`src/rtl/ktrs_pkg.sv`:
```
// -----------------------------------------------------------------------------
// ktrs_pkg: shared types and constants of the keyed table rank select block
// Request and response payloads, the stored row layout, the sequencer
// states and the control group that passes from the sequencer to the datapath.
// -----------------------------------------------------------------------------
package ktrs_pkg;

   // Table depth used when the top level is not told otherwise.
   localparam int DEPTH_DEFAULT = 16;

   localparam int KEY_W  = 32;
   localparam int WORD_W = 64;

   // Function codes of a request.
   localparam logic FUNC_INSERT = 1'b0;
   localparam logic FUNC_QUERY  = 1'b1;

   // Response status codes.
   localparam logic [1:0] STATUS_OK    = 2'd0;
   localparam logic [1:0] STATUS_EMPTY = 2'd1;
   localparam logic [1:0] STATUS_RANGE = 2'd2;
   localparam logic [1:0] STATUS_FULL  = 2'd3;

   typedef struct packed {
      logic                     func;
      logic signed [KEY_W-1:0]  marker_key;
      logic [WORD_W-1:0]        pos_x;
      logic [WORD_W-1:0]        pos_y;
      logic [WORD_W-1:0]        pos_z;
      logic [WORD_W-1:0]        rot_x;
      logic [WORD_W-1:0]        rot_y;
      logic [WORD_W-1:0]        rot_z;
      logic [WORD_W-1:0]        rot_w;
   } req_type;

   typedef struct packed {
      logic [1:0]        status;
      logic [WORD_W-1:0] out_pos_x;
      logic [WORD_W-1:0] out_pos_y;
      logic [WORD_W-1:0] out_pos_z;
      logic [WORD_W-1:0] out_rot_x;
      logic [WORD_W-1:0] out_rot_y;
      logic [WORD_W-1:0] out_rot_z;
      logic [WORD_W-1:0] out_rot_w;
   } rsp_type;

   // Seven pose words in the order they appear on both channels.
   typedef struct packed {
      logic [WORD_W-1:0] pos_x;
      logic [WORD_W-1:0] pos_y;
      logic [WORD_W-1:0] pos_z;
      logic [WORD_W-1:0] rot_x;
      logic [WORD_W-1:0] rot_y;
      logic [WORD_W-1:0] rot_z;
      logic [WORD_W-1:0] rot_w;
   } pose_type;

   // One table row: rows are kept sorted by key, so the row index is the rank.
   typedef struct packed {
      logic signed [KEY_W-1:0] key;
      pose_type                pose;
   } row_type;

   typedef enum logic [2:0] {
      ST_IDLE,
      ST_DECODE,
      ST_SCAN,
      ST_SHIFT,
      ST_WRITE,
      ST_QWAIT,
      ST_RESP
   } state_type;

   // Where the response pose comes from.
   typedef enum logic [1:0] {
      SRC_ZERO,
      SRC_REQ,
      SRC_MEM
   } src_type;

   typedef struct packed {
      logic       rd_en;
      logic       wr_en;
      logic       wr_shift;
      logic       rsp_load;
      logic [1:0] status;
      src_type    src;
   } ctrl_type;

endpackage

```
`src/rtl/ktrs_ctrl.sv`:
```
// -----------------------------------------------------------------------------
// ktrs_ctrl: sequencer of the keyed table rank select block
// Walks the sorted table one row per cycle through a single signed key
// comparator, shifts rows up to open an insertion point and keeps the count.
// -----------------------------------------------------------------------------
module ktrs_ctrl #(
   parameter int DEPTH = ktrs_pkg::DEPTH_DEFAULT,
   parameter int IW    = (DEPTH > 1) ? $clog2(DEPTH) : 1,
   parameter int CW    = $clog2(DEPTH + 1)
) (
   input  logic                             clock,
   input  logic                             reset,
   input  logic                             req_valid,
   output logic                             req_ready,
   input  logic                             req_func,
   input  logic signed [ktrs_pkg::KEY_W-1:0] req_key,
   input  logic signed [ktrs_pkg::KEY_W-1:0] rd_key,
   output logic                             rsp_valid,
   input  logic                             rsp_ready,
   output ktrs_pkg::ctrl_type               ctrl,
   output logic [IW-1:0]                    rd_addr,
   output logic [IW-1:0]                    wr_addr
);
   import ktrs_pkg::*;

   state_type     state_ff, state_in;
   logic [IW-1:0] idx_ff, idx_in;
   logic [IW-1:0] pos_ff, pos_in;
   logic          new_ff, new_in;
   logic [CW-1:0] count_ff, count_in;

   logic          empty;
   logic          full;
   logic          range_bad;
   logic          key_eq;
   logic          key_gt;
   logic          last_scan;
   logic [IW-1:0] idx_inc;
   logic [IW-1:0] idx_dec;
   logic [IW-1:0] top_row;

   // Shared comparator and table bookkeeping.
   assign empty     = (count_ff == '0);
   assign full      = (count_ff == CW'(DEPTH));
   assign range_bad = req_key[KEY_W-1] || (req_key[KEY_W-2:0] >= (KEY_W-1)'(count_ff));
   assign key_eq    = (rd_key == req_key);
   assign key_gt    = (rd_key > req_key);
   assign last_scan = ((CW'(idx_ff) + CW'(1)) == count_ff);
   assign idx_inc   = IW'(CW'(idx_ff) + CW'(1));
   assign idx_dec   = idx_ff - IW'(1);
   assign top_row   = IW'(count_ff - CW'(1));

   // Next state and counters.
   always_comb begin
      state_in = state_ff;
      idx_in   = idx_ff;
      pos_in   = pos_ff;
      new_in   = new_ff;
      count_in = count_ff;
      case (state_ff)
         ST_IDLE: begin
            if (req_valid) begin
               state_in = ST_DECODE;
            end
         end
         ST_DECODE: begin
            if (req_func == FUNC_QUERY) begin
               state_in = (empty || range_bad) ? ST_RESP : ST_QWAIT;
            end else if (empty) begin
               pos_in   = '0;
               new_in   = 1'b1;
               state_in = ST_WRITE;
            end else begin
               idx_in   = '0;
               state_in = ST_SCAN;
            end
         end
         ST_SCAN: begin
            if (key_eq) begin
               pos_in   = idx_ff;
               new_in   = 1'b0;
               state_in = ST_WRITE;
            end else if (key_gt || last_scan) begin
               new_in = 1'b1;
               if (full) begin
                  state_in = ST_RESP;
               end else if (key_gt) begin
                  // Open a hole at this row by moving the upper rows up by one.
                  pos_in   = idx_ff;
                  idx_in   = top_row;
                  state_in = ST_SHIFT;
               end else begin
                  pos_in   = idx_inc;
                  state_in = ST_WRITE;
               end
            end else begin
               idx_in = idx_inc;
            end
         end
         ST_SHIFT: begin
            if (idx_ff == pos_ff) begin
               state_in = ST_WRITE;
            end else begin
               idx_in = idx_dec;
            end
         end
         ST_WRITE: begin
            if (new_ff) begin
               count_in = count_ff + CW'(1);
            end
            state_in = ST_RESP;
         end
         ST_QWAIT: begin
            state_in = ST_RESP;
         end
         ST_RESP: begin
            if (rsp_ready) begin
               state_in = ST_IDLE;
            end
         end
         default: begin
            state_in = ST_IDLE;
         end
      endcase
   end

   // Control outputs toward the datapath.
   always_comb begin
      ctrl          = '{rd_en: 1'b0, wr_en: 1'b0, wr_shift: 1'b0, rsp_load: 1'b0,
                        status: STATUS_OK, src: SRC_ZERO};
      rd_addr       = '0;
      wr_addr       = '0;
      req_ready     = (state_ff == ST_IDLE);
      rsp_valid     = (state_ff == ST_RESP);
      case (state_ff)
         ST_DECODE: begin
            if (req_func == FUNC_QUERY) begin
               if (empty) begin
                  ctrl.rsp_load = 1'b1;
                  ctrl.status   = STATUS_EMPTY;
               end else if (range_bad) begin
                  ctrl.rsp_load = 1'b1;
                  ctrl.status   = STATUS_RANGE;
               end else begin
                  ctrl.rd_en = 1'b1;
                  rd_addr    = req_key[IW-1:0];
               end
            end else if (!empty) begin
               ctrl.rd_en = 1'b1;
               rd_addr    = '0;
            end
         end
         ST_SCAN: begin
            if (!key_eq && (key_gt || last_scan)) begin
               if (full) begin
                  ctrl.rsp_load = 1'b1;
                  ctrl.status   = STATUS_FULL;
               end else if (key_gt) begin
                  ctrl.rd_en = 1'b1;
                  rd_addr    = top_row;
               end
            end else if (!key_eq) begin
               ctrl.rd_en = 1'b1;
               rd_addr    = idx_inc;
            end
         end
         ST_SHIFT: begin
            ctrl.wr_en    = 1'b1;
            ctrl.wr_shift = 1'b1;
            wr_addr       = idx_inc;
            if (idx_ff != pos_ff) begin
               ctrl.rd_en = 1'b1;
               rd_addr    = idx_dec;
            end
         end
         ST_WRITE: begin
            ctrl.wr_en    = 1'b1;
            wr_addr       = pos_ff;
            ctrl.rsp_load = 1'b1;
            ctrl.src      = SRC_REQ;
         end
         ST_QWAIT: begin
            ctrl.rsp_load = 1'b1;
            ctrl.src      = SRC_MEM;
         end
         default: begin
         end
      endcase
   end

   // Sequencer registers.
   always_ff @(posedge clock) begin
      if (reset) begin
         state_ff <= ST_IDLE;
         idx_ff   <= '0;
         pos_ff   <= '0;
         new_ff   <= 1'b0;
         count_ff <= '0;
      end else begin
         state_ff <= state_in;
         idx_ff   <= idx_in;
         pos_ff   <= pos_in;
         new_ff   <= new_in;
         count_ff <= count_in;
      end
   end

`ifndef ASSERT_OFF
   // The entry count never passes the table depth.
   assert property (@(posedge clock) disable iff (reset) count_ff <= CW'(DEPTH))
      else $error("entry count above depth");

   // The count only grows, by one, on the write that adds a new key.
   assert property (@(posedge clock) disable iff (reset)
      (!$past(reset) && (count_ff != $past(count_ff)))
         |-> (count_ff == $past(count_ff) + CW'(1)) && ($past(state_ff) == ST_WRITE))
      else $error("entry count changed outside an insert");

   // While shifting, the moving row stays at or above the insertion point.
   assert property (@(posedge clock) disable iff (reset)
      (state_ff == ST_SHIFT) |-> (idx_ff >= pos_ff))
      else $error("shift ran below the insertion point");

   // A new key is never written into a full table.
   assert property (@(posedge clock) disable iff (reset)
      (state_ff == ST_WRITE && new_ff) |-> !full)
      else $error("new key written into a full table");

   // A response is loaded only while no response is pending.
   assert property (@(posedge clock) disable iff (reset)
      ctrl.rsp_load |-> !rsp_valid)
      else $error("response overwritten while pending");
`endif

endmodule
```
`config.mk`:
```
export PLATFORM = sky130hd
export DESIGN_NAME = ktrs_ctrl
export DESIGN_NICKNAME = d
export VERILOG_FILES = /design/src/rtl/ktrs_pkg.sv /design/src/rtl/ktrs_ctrl.sv
export SDC_FILE = /design/constraint.sdc
export NUM_CORES = 1
export LEC_CHECK = 0
export ABC_AREA = 1
export ABC_CLOCK_PERIOD_IN_PS = 4100
export BUFFER_PORTS_ARGS = -buffer_cell sky130_fd_sc_hd__clkbuf_2
export CAP_MARGIN = 10
export CORE_MARGIN = 4
export CORE_UTILIZATION = 52
export DETAILED_ROUTE_END_ITERATION = 16
export HOLD_SLACK_MARGIN = 0.08
export PLACE_DENSITY = 0.91
export SLEW_MARGIN = 0
export SYNTH_ARGS = -nofsm -noshare
export SYNTH_HDL_FRONTEND = slang
export SYNTH_SLANG_ARGS = --single-unit
```
`constraint.sdc`:
```
create_clock -name clock -period 4.1 [get_ports clock]
set_input_delay 1.025 -clock clock [delete_from_list [all_inputs] [get_ports clock]]
set_output_delay 1.025 -clock clock [all_outputs]
set_load 0.02 [all_outputs]
```
After elaboration in Yosys (flattened, before gate mapping)
Cells that the tools add are included.

Output and inout port bits: 18. Memory bits (writable): 0. Memory bits (read-only): 0. Memories kept: 0. Register bits after elaboration: 17. Word-level logic and storage cells: 111. Latch bits: 0. Bits of input ports: 69.

Multiply operators: 0. Divide/modulo/power cells: 0. Add/sub/neg operators: 4. Reduce and logical (&&, ||, !) cells: 16. Order comparisons: 2. Equality and inequality tests: 23. Bitwise logic cells: 0. Muxes and demuxes: 61. Shifts and indexed selects: 0.

Operators by type and width (count): $mux W4 (21); $mux W3 (14); $eq A32 B32 Y1 (1); $gt A32 B32 Y1 (1); $ge A31 B5 Y1 (1); $pmux W4 S3 (2); $pmux W3 S6 (1); $pmux W4 S2 (2); $mux W1 (15); $ne A2 B2 Y1 const B (7); $ne A3 B3 Y1 const B (4); $eq A3 B3 Y1 const B (3); $pmux W2 S2 (2); $reduce_and A4 Y1 (2); $sub A4 B1 Y4 const B (2); $reduce_and A7 Y1 (1); $eq A3 B2 Y1 const B (2); $pmux W1 S3 (2); $add A4 B1 Y5 const B (1); $add A5 B1 Y5 const B (1); $eq A5 B5 Y1 (1); $eq A5 B5 Y1 const B (1); $logic_not A5 Y1 (1); $reduce_and A5 Y1 (1); 14 further kinds (17).

Logic depth before layout (Yosys ltp)
Depth in word-level cells: 6. Mapped depth: 22. Depth with buffers taken out: 22.

Worst setup path after synthesis
No wires, ideal clock.

Path type: input -> output. Start: input req_key[31] (netlist name). End: output rd_addr[0]. Required time: 3.075 ns. Stages: 13. Slack: 0.431 ns. Arrival: 2.644 ns. Path buffers: 0. Cell sequence: inv_1 ha_1 a21oi_1 o21a_1 nand2_1 a21oi_2 nand2_2 nand2_4 nand2_1 a21oi_2 o21ai_1 nand2_1 o211ai_1.

Cells in the longest elaborated chain, start to end: 5. Elaborated cells on any way between the ends: 14. Classes of those cells: order compare (1); eq/ne (1); mux (8); reduce/logical (4).

Ends and longest elaborated chain: start: declaration (line ktrs_ctrl.sv:16) `input logic signed [ktrs_pkg::KEY_W-1:0] req_key,`; $gt A32 B32 Y1 (tied with other cells) (line ktrs_ctrl.sv:47) `assign key_gt = (rd_key > req_key);`; $mux W4 (tied with other cells) (line ktrs_ctrl.sv:158) `end else if (key_gt) begin`; $mux W4 (tied with other cells) (line ktrs_ctrl.sv:155) `if (full) begin`; $mux W4 (on tied branches) (line ktrs_ctrl.sv:154, ktrs_ctrl.sv:137); $pmux W4 S3 (*) (line ktrs_ctrl.sv:135) `case (state_ff)`; end: declaration (line ktrs_ctrl.sv:21) `output logic [IW-1:0] rd_addr,`.

Every way passes the cells marked *; elsewhere a longest branch is shown, timed or not.

Final worst setup path
Same ends and word-level chain as after synthesis.

==> impl_results.md <==
- Status: completed
- Initial antenna violation count: 0
- Final HPWL DP: between 6 and 7 mm
- Fin crit period: 4.092 ns
- Primary FF master, synth: dfxtp_1
- Worst Reg-to-Reg Cells: 12
- Routed wire length per instance: roughly 15 um
- Multi-input gate area in the final layout: around 0.0023 mm2
- Count of pins over their slew limit: 0
- Max Cap Violations: 0
- Die Area: approximately 0.0064 mm2
- Clock Path Buffers: 2
- Vias per cell: around 5.7
- Fillcell total: 380
- DP Worst Slack: roughly 0.0041 ns
- Final non-filler cell area: 0.003497 mm2
- Grt total ovfl: 0
- CTS clock-pin slew for the worst setup and hold paths: roughly 0.060 ns
- Critical path peak fanout: 5
- Power, Total: around 1.4 mW
- Crit. Startpoint: req_key[31]
- R2r setup slk: ~1.6 ns
- Final-report hold violation count: 0
- Yosys warning count: 0
- Count leader, synth: nand2_1
- R2R Path End: idx_ff[2]$_SDFFE_PP0P_
- Critical path buffers and inverters: 3
- Critical-path cell list: clkbuf_2 -> inv_1 -> ha_4 -> a21oi_1 -> o21a_1 -> nand2_1 -> a21oi_4 -> nand2_4 -> nand2_4 -> nand2_4 -> a21oi_4 -> o21ai_1 -> nand2_1 -> o211ai_1 -> buf_4
- Total CTS buffers: 3
- Async SR Flop Fraction: 0
- Overall Global Routing Usage: 0.2351
- Synth top area share: 0.1964
- Layout cells sized above 1: 0.3123
- Core ar.: around 0.0048 mm2
- HP Class: reg2reg
- Hold_ws: roughly 0.54 ns
- CTS Root Cell: clkbuf_8
- Setup WS post-layout: 0.007670 ns
- Area growth from synthesis to layout: 30.73%
- Lkg Pwr: approximately 1.9 nW
- Routed Antenna Nets: 0
- Slowest-stage cell, CP: ha_4
- Cells after Synth: 415
- H-tree levels: 1
- Critical path depth: 15
- Syn Std Cell Area: 0.002675 mm2
- Sink Count: 17
- CP delay by family, top: compound AO/OA/AOI/OAI gates
- CP Capture Type: primary output
- Syn avg cell area: ~6.4 um2
- Sequential cell area: 340.3 um2
- # IOs: 87
- Vias in the first global route: 2975
- Placed inst area: 0.003174 mm2
- Crit Path Category: in2out
- EDFF count, synth: 0
- Chip width: between 70 and 80 um
- Drt total wl: 8.567 mm
- Final core utilization: 0.7213
- Sequential share of the synthesized area: 0.1272
- Antenna Cells: 0
- Slew headroom: 0.6146
- Slew @ Worst Pin: about 0.57 ns
- WP data required: between 3 and 4 ns
- Max Clock Freq: around 240 MHz
- Worst Hold Launch: pos_ff[2]$_SDFFE_PP0P_
- FP Rows: 25
- TritonCTS clock tree: done
- Largest stage delay, worst path: 0.27 ns
- Pwr/cell area: 400.4 mW/mm2
- CP endpoint: rd_addr[0]
- Yosys reg bits: 17
- Initial Util: 0.5517
- Chip height: about 80 um
- Commonest cells in the synthesized netlist: nand2_1, inv_1, ha_1, nor2_1, a21oi_1
- RePlAce Congestion: approximately 0.88
- Startpoint class of the critical path: primary input
- Pin count of the biggest net entering global routing: 11
- Mapped Nets: ~530
- Most frequent cell on the critical path: nand2_4
- Largest area contributor in the netlist: ha_1
- Vias: roughly 3200
- Synth cell types: 41
- Number of remaining DRC errors: 0
- First-pass GRT wire length: ~12 mm
- Arr. time, crit path: just over 3 ns
- R2r startpoint: idx_ff[0]$_SDFFE_PP0P_
- Later-pin clock latency in the skew report: 0.25 ns
- Period utilisation layout: 0.9981
- Peak supply drop: about 370 uV
- Initial DRC count: between 300 and 400
- Nets@finish: between 600 and 700
- # setup viols final: 0
- Area contributors post-synth: ha_1, dfxtp_1, nand2_1
- Drt first pass iters: 6
- Count of input and output buffers: 86
- Clock Skew: approximately 0.0027 ns
## power by group
part | leakage (nW) | switching, mW | internal (mW) | total, mW
Combinational | 1.74 | 0.639 | 0.363 | 1.00
Sequential | 0.139 | 0.0606 | 0.210 | 0.271
Clock | 0.0228 | 0.0584 | 0.0691 | 0.127
Total | 1.90 | 0.758 | 0.642 | 1.40
## worst reg2reg max path, delay by kind of cell (launching register included)
kind | cells | cell delay [ns]
compound gates | 3 | 0.55
xor+xnor | 1 | 0.18
fa+ha+maj | 1 | 0.38
buf+inv | 2 | 0.32
flops | 1 | 0.49
simple gates | 5 | 0.50
## per-stage QoR
stage / setup TNS (ns) / cells
after floorplan: 0 / 415
after global placement: 0 / 566
after detailed placement: 0 / 566
after CTS: 0 / 570
after global routing: -0.4895 / 573
final: 0 / 573
## flip-flops by register name, summed over array words and instances, names as in the netlist
register and flops:
count_ff 5, idx_ff 4, new_ff 1, state_ff 3, pos_ff 4
## layout by cell type, fill, tap and decap left out, types with 4 or more instances in the layout
cell type	n
clkbuf_2	82
nand2_1	78
inv_1	68
nor2_1	40
ha_1	29
a21oi_1	25
nand3_1	22
dfxtp_1	17
ha_4	13
o21ai_0	12
inv_2	10
o21ai_1	9
nand4_1	7
a21oi_2	7
nand2_4	7
nor4_1	6
xor2_1	6
o211ai_1	6
nor2_2	5
nand2_2	5
clkinv_1	5
buf_4	5
nor3_1	4
nand4_4	4
## repair_timing
item,CTS,global route
resized for setup,1,43
pin swaps,1,21
hold buffers,0,0
setup endpoints to repair,1,7
cloned,0,0
setup buffers,0,3
## worst min-delay path by stage
stage / endpoint / slack [ns] / depth (start not counted)
3_5_place_dp: pos_ff[2]$_SDFFE_PP0P_ / 0.52 / 2
2_1_floorplan: count_ff[4]$_SDFFE_PP0P_ / 0.47 / 1
4_1_cts: new_ff$_SDFFE_PP0P_ / 0.53 / 2
6_report: pos_ff[2]$_SDFFE_PP0P_ / 0.54 / 2
3_3_place_gp: new_ff$_SDFFE_PP0P_ / 0.50 / 2
5_1_grt: count_ff[3]$_SDFFE_PP0P_ / 0.57 / 1
## metal layers
metal	wire length, um	track usage	vias to the layer above	part of all wire
met5	0	0	-	0
met4	326	0.07388	0	0.038
met3	826	0.04740	44	0.096
met2	4230	0.4249	202	0.49
met1	3184	0.2752	1455	0.37
li1	-	-	1542	-
## area by class of cell
| type | count | share of cell area |
|---|---|---|
| multi-input combinational | 312 | 0.6444 |
| inverter | 84 | 0.09052 |
| sequential | 17 | 0.09732 |
| clock buffer | 4 | 0.01288 |
| timing repair buffer | 89 | 0.1309 |
| tap | 67 | 0.02397 |
## kinds of logic after synthesis
group	after synthesis	synth area share
flops	17	0.1272
buf+inv	86	0.1239
xor+xnor	10	0.03836
simple gates	187	0.3578
compound gates	73	0.1562
fa+ha+maj	42	0.1964
No activity file was read; power rests on OpenSTA's default activity.
